===== src/rtl/core/stroke_quad_tessellator_assert.svh =====
// assertion macros shared by the tessellator rtl
`ifndef STROKE_QUAD_TESSELLATOR_ASSERT_SVH
`define STROKE_QUAD_TESSELLATOR_ASSERT_SVH

// same-cycle implication, sampled on clock, off during reset
`define SQT_ASSERT_IMP(lbl, ante, cons) \
   lbl: assert property (@(posedge clock) disable iff (reset) (ante) |-> (cons)) \
      else $error("tessellator assertion failed");

// next-cycle implication, sampled on clock, off during reset
`define SQT_ASSERT_NXT(lbl, ante, cons) \
   lbl: assert property (@(posedge clock) disable iff (reset) (ante) |=> (cons)) \
      else $error("tessellator assertion failed");

`endif


===== src/rtl/core/sqt_pkg.sv =====
// shared types, constants and helpers of the stroke quad tessellator
package sqt_pkg;

   localparam int COORD_W = 24;
   localparam int HW_W    = 16;
   localparam int INDEX_W = 16;
   localparam int SQRT_GUARD = 6;
   localparam int SQRT_STEPS = 31;
   localparam int DIV_STEPS  = 17;
   localparam int CNT_W      = 5;
   localparam int CSR_ADDR_W = 3;
   localparam logic CSR_IDX_HALF_WIDTH = 1'b0;

   typedef struct packed {
      logic signed [COORD_W-1:0] point_x;
      logic signed [COORD_W-1:0] point_y;
      logic                      new_stroke;
   } req_type;

   typedef struct packed {
      logic [INDEX_W-1:0]        quad_index;
      logic signed [COORD_W-1:0] corner0_x;
      logic signed [COORD_W-1:0] corner0_y;
      logic signed [COORD_W-1:0] corner1_x;
      logic signed [COORD_W-1:0] corner1_y;
      logic signed [COORD_W-1:0] corner2_x;
      logic signed [COORD_W-1:0] corner2_y;
      logic signed [COORD_W-1:0] corner3_x;
      logic signed [COORD_W-1:0] corner3_y;
      logic                      joint_shared;
   } rsp_type;

   typedef struct packed {
      logic load;
      logic sq_en;
      logic sum_en;
      logic sqrt_step;
      logic mul_en;
      logic div_step;
      logic corner_en;
   } cmd_type;

   typedef struct packed {
      logic seg;
      logic out_free;
   } status_type;

   typedef enum logic [6:0] {
      ST_IDLE = 7'b0000001,
      ST_SQR  = 7'b0000010,
      ST_SUM  = 7'b0000100,
      ST_SQRT = 7'b0001000,
      ST_MUL  = 7'b0010000,
      ST_DIV  = 7'b0100000,
      ST_CORN = 7'b1000000
   } state_type;

   function automatic logic [COORD_W-1:0] sat24(input logic signed [27:0] v);
      logic [COORD_W-1:0] r;
      if (v > 28'sd8388607) begin
         r = 24'h7FFFFF;
      end else if (v < -28'sd8388608) begin
         r = 24'h800000;
      end else begin
         r = v[COORD_W-1:0];
      end
      return r;
   endfunction

endpackage


===== src/rtl/core/sqt_ctrl.sv =====
// sequencer for the tessellator datapath
module sqt_ctrl
   import sqt_pkg::*;
(
   input  logic       clock,
   input  logic       reset,
   input  logic       req_valid,
   output logic       req_stall,
   input  status_type status,
   output cmd_type    cmd
);

   state_type          state_ff, state_in;
   logic [CNT_W-1:0]   cnt_ff, cnt_in;
   logic               accept;

   assign req_stall = (state_ff != ST_IDLE);
   assign accept    = req_valid && !req_stall;

   always_comb begin
      state_in = state_ff;
      cnt_in   = cnt_ff;
      cmd      = '0;
      unique case (state_ff)
         ST_IDLE: begin
            cmd.load = accept;
            if (accept && status.seg) state_in = ST_SQR;
         end
         ST_SQR: begin
            cmd.sq_en = 1'b1;
            state_in  = ST_SUM;
         end
         ST_SUM: begin
            cmd.sum_en = 1'b1;
            cnt_in     = CNT_W'(SQRT_STEPS - 1);
            state_in   = ST_SQRT;
         end
         ST_SQRT: begin
            cmd.sqrt_step = 1'b1;
            cnt_in        = cnt_ff - 1'b1;
            if (cnt_ff == '0) state_in = ST_MUL;
         end
         ST_MUL: begin
            cmd.mul_en = 1'b1;
            cnt_in     = CNT_W'(DIV_STEPS - 1);
            state_in   = ST_DIV;
         end
         ST_DIV: begin
            cmd.div_step = 1'b1;
            cnt_in       = cnt_ff - 1'b1;
            if (cnt_ff == '0) state_in = ST_CORN;
         end
         ST_CORN: begin
            cmd.corner_en = status.out_free;
            if (status.out_free) state_in = ST_IDLE;
         end
         default: state_in = ST_IDLE;
      endcase
   end

   always_ff @(posedge clock) begin
      if (reset) begin
         state_ff <= ST_IDLE;
         cnt_ff   <= '0;
      end else begin
         state_ff <= state_in;
         cnt_ff   <= cnt_in;
      end
   end

`include "stroke_quad_tessellator_assert.svh"
   `SQT_ASSERT_NXT(a_seg_starts, accept && status.seg, state_ff == ST_SQR)
   `SQT_ASSERT_NXT(a_first_point_idle, accept && !status.seg, state_ff == ST_IDLE)
   `SQT_ASSERT_NXT(a_corner_holds, state_ff == ST_CORN && !status.out_free,
                   state_ff == ST_CORN)
   `SQT_ASSERT_IMP(a_sqrt_cnt_range, state_ff == ST_SQRT, cnt_ff < CNT_W'(SQRT_STEPS))

endmodule


===== config.mk =====
export PLATFORM = sky130hd
export DESIGN_NAME = sqt_ctrl
export DESIGN_NICKNAME = d
export VERILOG_FILES = /design/src/rtl/core/sqt_pkg.sv /design/src/rtl/core/sqt_ctrl.sv
export VERILOG_INCLUDE_DIRS = /design/src /design/src/rtl/core
export SDC_FILE = /design/constraint.sdc
export NUM_CORES = 1
export LEC_CHECK = 0
export ABC_AREA = 0
export ABC_CLOCK_PERIOD_IN_PS = 4600
export BUFFER_PORTS_ARGS = -buffer_cell sky130_fd_sc_hd__buf_4
export CORE_MARGIN = 5
export CORE_UTILIZATION = 40
export DETAILED_ROUTE_END_ITERATION = 7
export SLEW_MARGIN = 20
export SYNTH_ARGS = -nofsm -noshare
export SYNTH_HDL_FRONTEND = slang
export SYNTH_SLANG_ARGS = --single-unit
export TNS_END_PERCENT = 5

===== constraint.sdc =====
create_clock -name clock -period 4.6 [get_ports clock]
set_clock_uncertainty 0.2 [all_clocks]
set_input_delay 0.23 -clock clock [delete_from_list [all_inputs] [get_ports clock]]
set_output_delay 0.23 -clock clock [all_outputs]
set_load 0.005 [all_outputs]

==> results of run 1 <==
==> through the flow <==
step	utilization [%]	total power, uW	instance area [um2]	hold WS, ps
detailed placement	45.4	177	882	297
floorplan	-	160	803	206
global placement	45.4	177	882	292
global route	46.6	253	905	20.5
CTS	46.6	241	905	10.6
finish	46.6	237	905	21.3
==> cell families after synthesis <==
family	synth area share, %
XOR/XNOR	2.18
multiplexers	2.49
flip-flops	29.9
AND/OR/NAND/NOR	38.8
adder cells (fa/ha/maj)	1.56
AO/OA/AOI/OAI	17.1
buffers and inverters	7.94
==> power by group through the flow <==
stage | Combinational, uW | Sequential, uW | Clock (uW)
2_1_floorplan | 45.8 | 114 | 0
3_3_place_gp | 61.1 | 116 | 0
3_5_place_dp | 61.3 | 116 | 0
4_1_cts | 61.7 | 113 | 65.8
5_1_grt | 67.9 | 114 | 71.4
6_report | 61.5 | 113 | 62.2
==> metal layers <==
metal	wire length [um]	GRT usage (%)	vias to the layer above	share of wire [%]
li1	-	-	342	-
met1	759	16.4	339	45
met2	822	21.1	13	49
met3	97	5.99	2	5.7
met4	8	3.73	0	0.47
met5	0	0	-	0
==> final cells by class <==
class | count | share of cell area [%]
multi-input cells | 63 | 55.2
repair buffers | 12 | 9.96
flip-flops and latches | 12 | 26.6
well taps | 27 | 3.73
clock buffers | 3 | 2.49
inverters | 5 | 2.07
==> placed cells by master, fill, tap and decap left out, drive strengths merged <==
master / n
dfxtp: 12
buf: 12
nor2: 9
nor4b: 9
inv: 5
nand2b: 5
a21oi: 4
nor4: 4
or3: 3
clkbuf: 3
nor3: 3
nand2: 2
a211oi: 2
o31ai: 2
mux2i: 2
nand3: 2
o211a: 2
or4: 2
and4: 1
xnor2: 1
xor2: 1
a41oi: 1
o21a: 1
and4b: 1
or2: 1
a2111oi: 1
a211o: 1
o21ai: 1
o21ba: 1
ha: 1
==> flip-flops by register name, summed over array words and instances (netlist names) <==
name / cells
cnt_ff: 5
state_ff: 7
==> final timing paths <==
kind	start	endpoint	slack, ps	cells after the start
min reg2reg	cnt_ff[0]	cnt_ff[0]	310	2
min	reset	state_ff[3]	20	2
max reg2reg	state_ff[6]	cnt_ff[2]	2380	4
max	state_ff[6]	cmd[3]	2170	3
==> critical path, stage by stage (launching register included) <==
cell and delay (ps):
dfxtp_1 380, or4_1 750, nor4b_1 420, buf_4 180
==> impl_metrics.csv, run 1 <==
group,metric,value,unit
critical_path,cp.required,4170,ps
clocking,clkTransAtPathRegs,70,ps
grt,grt_pass1_wl,2820,um
place,dp.cells,119,
routing,drt_wl_total,1690,um
cells_and_area,diodes,0,
synthesis,syn_nets,93,
routing,firstDrtPassIters,4,
floorplanning,die_h,54.8,um
critical_path,worstSetupPathType,"flop to output port",
sta,hold_violations,0,
clocking,clock_sinks,12,
cells_and_area,area_delta_synth_final,12.6,%
pwr,seqPwrFrac,47.8,%
clocking,h-tree-depth,1,
synthesis,synth_edf_count,0,
synthesis,synth_area,803,um2
place,place_hpwl,1280,um
cells_and_area,drive_gt1_share,24.2,%
synthesis,yosysUniqueCellTypes,36,
clocking,ctsLongestPathBuffers,2,
synthesis,yosysSeqAreaShare,29.9,%
grt,track_usage,13.4,%
synthesis,synth_common_cells,"dfxtp_1, nor2_1, nor4b_1, inv_1, nand2b_1",
clocking,numCtsBuffers,3,
clocking,cts_root_buf,"clkbuf_4",
cells_and_area,finalNonFillerCells,122,
job,maxCapViolCount,0,
sta,min_period_over_period,52.9,%
pwr,intPower,166,uW
clocking,tritoncts,"yes",
pwr,comb_power_share,25.9,%
grt,grt-ovfl-total,0,
pwr,power.density,262,nW/um2
clocking,clk_latency,270,ps
critical_path,startpoint_type,"flop",
sta,slew_violations,0,
sta,setup_viol_count_final,0,
clocking,post-cts-setup-buffer-count,0,
synthesis,synth_largest_area_cell,"dfxtp_1",
sta,rsz0062_at_grt,"false",
floorplanning,row_count,16,
critical_path,crit_fanout,7,
synthesis,synth_top_area_share,29.9,%
cells_and_area,fin_nets,103,
grt,grt_pass1_vias,641,
hold_path,hold_path.class,"input port to flop",
sta,fmax,411,MHz
pwr,p_sw_share,29.9,%
pwr,ir_drop,0.127,mV
synthesis,yosysMostFrequentCell,"dfxtp_1",
routing,vias_per_cell,5.70,
floorplanning,dieArea,3000,um2
sta,relSlewSlack,66.8,%
critical_path,cp-end-kind,"output port",
pwr,clock_power_share,26.3,%
cells_and_area,fill_cells,202,
clocking,post_cts_resize_count,0,
routing,drt-initial-drc-count,8,
synthesis,synth_area_leaders,"dfxtp_1, nor4b_1, nor4b_4",
outcome,status,"completed",
place,dpl_worst_slack,2390,ps
floorplanning,io_pins,13,
critical_path,cp.arrival,2000,ps
sta,worst_pin_slew,499,ps
floorplanning,start_util,41.4,%
synthesis,synth_cells,87,
synthesis,synth_warnings,0,
routing,antenna_left,0,
routing,vias,696,
pwr,p_switching,70.9,uW
clocking,holdBufCountCts,0,
synthesis,ys_ff_latch,12,
sta,period_needed,2430,ps
pwr,power_leakage,0.000371,uW
routing,drcViolationCount,0,
cells_and_area,multi_input_area,499,um2
sta,fin_ws,2170,ps
sta,final.setup.tns,0,ps
grt,antenna_found_initial,0,
cells_and_area,seqCellArea,240,um2
grt,grt_start_max_net_pins,12,
place,port-buffer-count,12,
place,gp_congestion,0.794,
synthesis,post_synth.cell_area_avg,9.23,um2
synthesis,synth-main-ff-cell,"dfxtp_1",
synthesis,async_flop_share,0,%
routing,wl_per_cell,13.8,um
floorplanning,core_area,1940,um2
floorplanning,fp.dieW,54.8,um
Note: power is estimated with default switching activity, not from simulation.
==> run 2, diff against run 1 <==
- ABC_AREA: 0 -> 1
- ABC_CLOCK_PERIOD_IN_PS: 4600 -> 2009
- clock period: 4.6 -> 2.01 ns (I/O delays scaled with it)
==> impl_metrics.csv, run 2 <==
group,metric,value,unit
pwr,power.density,1190,nW/um2
synthesis,synth_common_cells,"nand2_1, nor2_1, inv_1, dfxtp_1, nand3_1",
sta,hold_ws,191,ps
clocking,numCtsBuffers,3,
pwr,ir_drop,0.590,mV
routing,wl_met2,759,um
pwr,seqPwrFrac,29.5,%
routing,drt_wl_total,1670,um
synthesis,synth_edf_count,0,
grt,grt_pass1_vias,692,
floorplanning,row_count,16,
grt,grt-ovfl-total,0,
synthesis,post_synth.cell_area_avg,6.26,um2
routing,wl_met1,821,um
pwr,p_sw_share,44.9,%
cells_and_area,drive_gt1_share,29.2,%
grt,grt_start_max_net_pins,10,
critical_path,startpoint_type,"input port",
synthesis,yosysMostFrequentCell,"nand2_1",
clocking,h-tree-depth,1,
synthesis,syn_nets,133,
synthesis,synth_cells,127,
cells_and_area,fin_nets,151,
critical_path,r2r_start,"cnt_ff[1]",
synthesis,async_flop_share,0,%
floorplanning,core_area,1920,um2
floorplanning,start_util,41.3,%
pwr,comb_power_share,53.9,%
clocking,tritoncts,"yes",
cells_and_area,finalNonFillerCells,171,
pwr,power_leakage,0.000491,uW
cells_and_area,seqCellArea,240,um2
pwr,intPower,636,uW
pwr,p_switching,518,uW
routing,vias,775,
cells_and_area,fill_cells,207,
synthesis,synth_largest_area_cell,"dfxtp_1",
hold_path,hp-start,"status[0]",
grt,grt_pass1_wl,2820,um
critical_path,worstSetupPathType,"input port to flop",
routing,wl_per_cell,9.78,um
critical_path,r2r_cells,11,
floorplanning,fp.dieW,54.6,um
synthesis,ys_ff_latch,12,
synthesis,yosysSeqAreaShare,30.2,%
critical_path,startpoint,"status[1]",
routing,met3WireLength,82,um
sta,relSlewSlack,83.1,%
routing,top_layer,"met4",
routing,firstDrtPassIters,4,
cells_and_area,largest_register_ffs,7,
hold_path,hold_path.class,"input port to flop",
grt,antenna_found_initial,0,
critical_path,cp.arrival,1860,ps
cells_and_area,final_common_cell,"nand2_1",
floorplanning,die_h,54.6,um
critical_path,cp-end-kind,"flop",
grt,track_usage,13.3,%
sta,final.setup.tns,0,ps
pwr,clock_power_share,16.5,%
clocking,cts_root_buf,"clkbuf_4",
critical_path,cp.required,1970,ps
place,gp_congestion,0.868,
sta,rsz0062_at_grt,"false",
sta,fmax,527,MHz
cells_and_area,area_delta_synth_final,22.0,%
cells_and_area,multi_input_area,453,um2
sta,setup_viol_count_final,0,
clocking,clkTransAtPathRegs,80,ps
job,maxCapViolCount,0,
cells_and_area,layout_common_cells,"nand2_1, nor2_1, inv_1",
routing,drcViolationCount,0,
sta,worst_pin_slew,251,ps
clocking,ctsLongestPathBuffers,2,
outcome,status,"completed",
critical_path,crit_fanout,2,
clocking,clk_latency,270,ps
routing,antenna_left,0,
cells_and_area,diodes,0,
hold_path,min_path_cells,8,
sta,min_period_over_period,94.4,%
clocking,clock_sinks,12,
sta,hold_violations,0,
synthesis,synth_top_area_share,30.2,%
place,dp.cells,164,
clocking,post-cts-setup-buffer-count,0,
routing,vias_per_cell,4.53,
routing,drt-initial-drc-count,15,
synthesis,synth_warnings,0,
cells_and_area,top_regs,"state_ff x7, cnt_ff x5",
synthesis,synth_area_leaders,"dfxtp_1, nand2_1, nor2_1",
floorplanning,io_pins,13,
synthesis,synth_area,795,um2
sta,slew_violations,0,
place,port-buffer-count,12,
place,place_hpwl,1340,um
cells_and_area,largest-register,"state_ff",
synthesis,yosysUniqueCellTypes,22,
synthesis,synth-main-ff-cell,"dfxtp_1",
sta,period_needed,1900,ps
floorplanning,dieArea,2980,um2
run 2: through the flow:
step	total power (uW)	instance area (um2)	worst slack, ps	util, %
2_1_floorplan	809	795	507	-
3_3_place_gp	963	903	399	47.0
3_5_place_dp	962	903	387	47.0
4_1_cts	1160	970	120	50.5
5_1_grt	1250	970	12.7	50.5
6_report	1150	970	112	50.5
run 2: cells by family (layout without fill, tap and decap cells):
kind of cell / count (synthesis) / in the layout / synth area share, %
adder cells (fa/ha/maj): 1 / 1 / 1.57
buffers and inverters: 25 / 42 / 12.8
AO/OA/AOI/OAI: 7 / 7 / 6.30
flip-flops: 12 / 12 / 30.2
XOR/XNOR: 1 / 1 / 1.10
AND/OR/NAND/NOR: 81 / 81 / 48.0
run 2: path summary, 6_finish.rpt:
kind	to	slack, ps
setup / recovery	state_ff[3]	110
hold / removal	state_ff[6]	190
setup reg to reg	state_ff[3]	370
hold reg to reg	cnt_ff[0]	250
run 2: power by group through the flow:
stage	registers [uW]	logic, uW	clock network, uW
after floorplan	334	475	0
after global routing	346	702	207
after detailed placement	345	617	0
final	341	623	191
after global placement	346	617	0
after CTS	339	627	197
run 2: per-layer routing:
metal | GRT usage (%) | up-vias
met5 | 0 | -
met2 | 21.7 | 15
met1 | 16.6 | 334
li1 | - | 424
met4 | 2.49 | 0
met3 | 4.90 | 2
run 2: final cells by class:
type	count	share of cell area (%)
Clock buffer	4	3.74
Timing Repair Buffer	15	12.4
Inverter	23	8.90
Multi-Input combinational cell	90	46.7
Sequential cell	12	24.8
Tap cell	27	3.48
run 2: critical path, cell delays in order:
cell,delay [ps]
dlygate4sd3_1,540
buf_4,130
nand2_1,50
dlygate4sd3_1,550
nand3_1,110
nand2_2,130
inv_2,40
nand2_1,70
nand2_1,50
nand2_1,60
nor2_2,40
run 2: repair_timing:
action,CTS,global route
endpoints found under the hold margin,4,0
gates resized for setup,0,0
hold buffers,3,0
==> run 3, diff against run 2 <==
- ABC_AREA: 1 -> default
==> impl_metrics.csv, run 3 (synthesis gave the netlist of run 1 again) <==
group,metric,value,unit
sta,fmax,468,MHz
cells_and_area,area_delta_synth_final,38.5,%
sta,hold_violations,0,
critical_path,cp_slowest_stage_delay,520,ps
critical_path,path_buf_inv,2,
routing,top_layer,"met4",
cells_and_area,fin_nets,123,
floorplanning,start_util,41.4,%
critical_path,path_cells,"buf_6, or4_4, or3_4, nor2_2, buf_4",
routing,drt-initial-drc-count,10,
cells_and_area,fill_cells,189,
routing,wl_per_cell,14.0,um
sta,rsz0062_at_grt,"true",
pwr,power_leakage,0.000481,uW
routing,drcViolationCount,0,
outcome,violations,"negative setup slack",
place,dp.cells,135,
outcome,status,"complete, but fails checks",
critical_path,path_delay_family,"simple AND/OR/NAND/NOR gates",
critical_path,r2r_cells,6,
floorplanning,dieArea,3000,um2
sta,period_needed,2140,ps
pwr,ir_drop,0.596,mV
critical_path,worstReg2RegEnd,"state_ff[6]",
critical_path,cp-end-kind,"output port",
hold_path,min_path_cells,4,
clocking,h-tree-depth,1,
place,port-buffer-count,12,
clocking,clk_latency,270,ps
pwr,power.density,581,nW/um2
hold_path,hold_path.class,"input port to flop",
critical_path,worstSetupPathType,"flop to output port",
clocking,clkTransAtPathRegs,80,ps
place,dpl_cell_area,1000,um2
grt,antenna_found_initial,0,
clocking,ctsLongestPathBuffers,2,
clocking,clock_sinks,12,
cells_and_area,final_common_cell,"buf_4",
routing,antenna_left,0,
grt,grt_pass1_vias,749,
place,dpl_worst_slack,-31.3,ps
floorplanning,fp.dieW,54.8,um
floorplanning,io_pins,13,
sta,setup_viol_count_final,12,
critical_path,crit_fanout,3,
critical_path,rrSetupSlack,-80,ps
cells_and_area,top_regs,"state_ff x7, cnt_ff x5",
hold_path,hp-start,"status[1]",
critical_path,startpoint_type,"flop",
cells_and_area,diodes,0,
sta,fin_ws,-126,ps
routing,drt_wl_total,2000,um
sta,slew_violations,0,
routing,wl_met1,965,um
place,place_hpwl,1530,um
clocking,numCtsBuffers,3,
floorplanning,row_count,16,
critical_path,cp.required,1710,ps
grt,grt_start_max_net_pins,12,
place,gp_congestion,0.762,
routing,wl_met2,949,um
hold_path,min_to,"state_ff[5]",
sta,relSlewSlack,69.3,%
cells_and_area,largest-register,"state_ff",
cells_and_area,largest_register_ffs,7,
sta,worst_pin_slew,457,ps
cells_and_area,final_area,1110,um2
routing,met3WireLength,63,um
critical_path,slowest_stage,"or4_4",
routing,vias_per_cell,5.37,
cells_and_area,layout_common_cells,"buf_4, dfxtp_1, nor2_1",
critical_path,cp.arrival,1840,ps
job,maxCapViolCount,0,
grt,grt_pass1_wl,3280,um
grt,grt-ovfl-total,0,
sta,min_period_over_period,106,%
routing,firstDrtPassIters,2,
floorplanning,core_area,1940,um2
clocking,cts_root_buf,"clkbuf_4",
floorplanning,die_h,54.8,um
cells_and_area,finalNonFillerCells,143,
routing,vias,768,
grt,track_usage,15.7,%
clocking,tritoncts,"yes",
cells_and_area,drive_gt1_share,42.2,%
critical_path,r2r_start,"state_ff[2]",
[run 3: changes by cell type in the layout (fill, tap and decap cells not counted), sizes merged, moves of 3 or more]
cell / before / now
or3: 0 / 3
inv: 22 / 5
nand3: 13 / 2
nor4: 1 / 4
nor2: 30 / 9
nor3: 0 / 3
nand2: 35 / 2
nor4b: 0 / 9
nand2b: 0 / 5
buf: 12 / 31
[run 3: final cells by class]
class | instances | area, um2 | share of cell area [%]
Clock buffer | 4 | 36.3 | 3.26
Inverter | 5 | 18.8 | 1.69
Multi-Input combinational cell | 63 | 532 | 47.8
Sequential cell | 12 | 241 | 21.7
Tap cell | 27 | 33.8 | 3.04
Timing Repair Buffer | 32 | 250 | 22.5
[run 3: worst max path at each step]
stage,cells after the start,slack (ps),startpoint,endpoint
2_1_floorplan,5,40,state_ff[6],state_ff[6]
3_3_place_gp,5,-2,state_ff[6],state_ff[0]
3_5_place_dp,5,-30,state_ff[6],state_ff[0]
4_1_cts,5,-160,state_ff[2],cmd[6]
5_1_grt,4,-180,state_ff[2],cmd[2]
6_report,5,-130,state_ff[2],cmd[6]
[run 3: routing by layer]
| layer | vias to the layer above | global-route usage (%) |
|---|---|---|
| li1 | 389 | - |
| met1 | 369 | 19.9 |
| met2 | 8 | 23.8 |
| met3 | 2 | 3.81 |
| met4 | 0 | 8.71 |
| met5 | - | 0 |
[run 3: repair_timing]
action / in CTS / in global routing
pin swaps: 3 / 4
endpoints found under the hold margin: 9 / 0
resized for setup: 6 / 3
endpoints found under the setup margin: 13 / 20
cloned: 0 / 0
hold buffers: 1 / 0
setup buffers: 2 / 1
[run 3: worst reg2reg max path: stages (launching register included)]
cell	delay (ps)
dfxtp_2	340
buf_6	110
or4_4	520
buf_4	160
a2111oi_4	350
nor4b_1	100
o21ba_2	220
[run 3: power breakdown]
| group | total [uW] | leakage (uW) | switching (uW) | internal [uW] |
|---|---|---|---|---|
| clock | 198 | 0.0000210 | 87.8 | 110 |
| sequential | 256 | 0.0000976 | 7.85 | 248 |
| combinational | 192 | 0.000362 | 94.8 | 97.6 |
[run 3: per-stage QoR]
| step | utilization, % | TNS [ps] | power (uW) | hold slack [ps] |
|---|---|---|---|---|
| floorplan | - | 0 | 366 | 71.7 |
| global placement | 51.6 | -2.78 | 429 | 168 |
| detailed placement | 51.6 | -91.9 | 432 | 182 |
| CTS | 56.3 | -551 | 651 | 77.5 |
| global route | 57.3 | -1770 | 683 | 117 |
| finish | 57.3 | -530 | 646 | 84.9 |
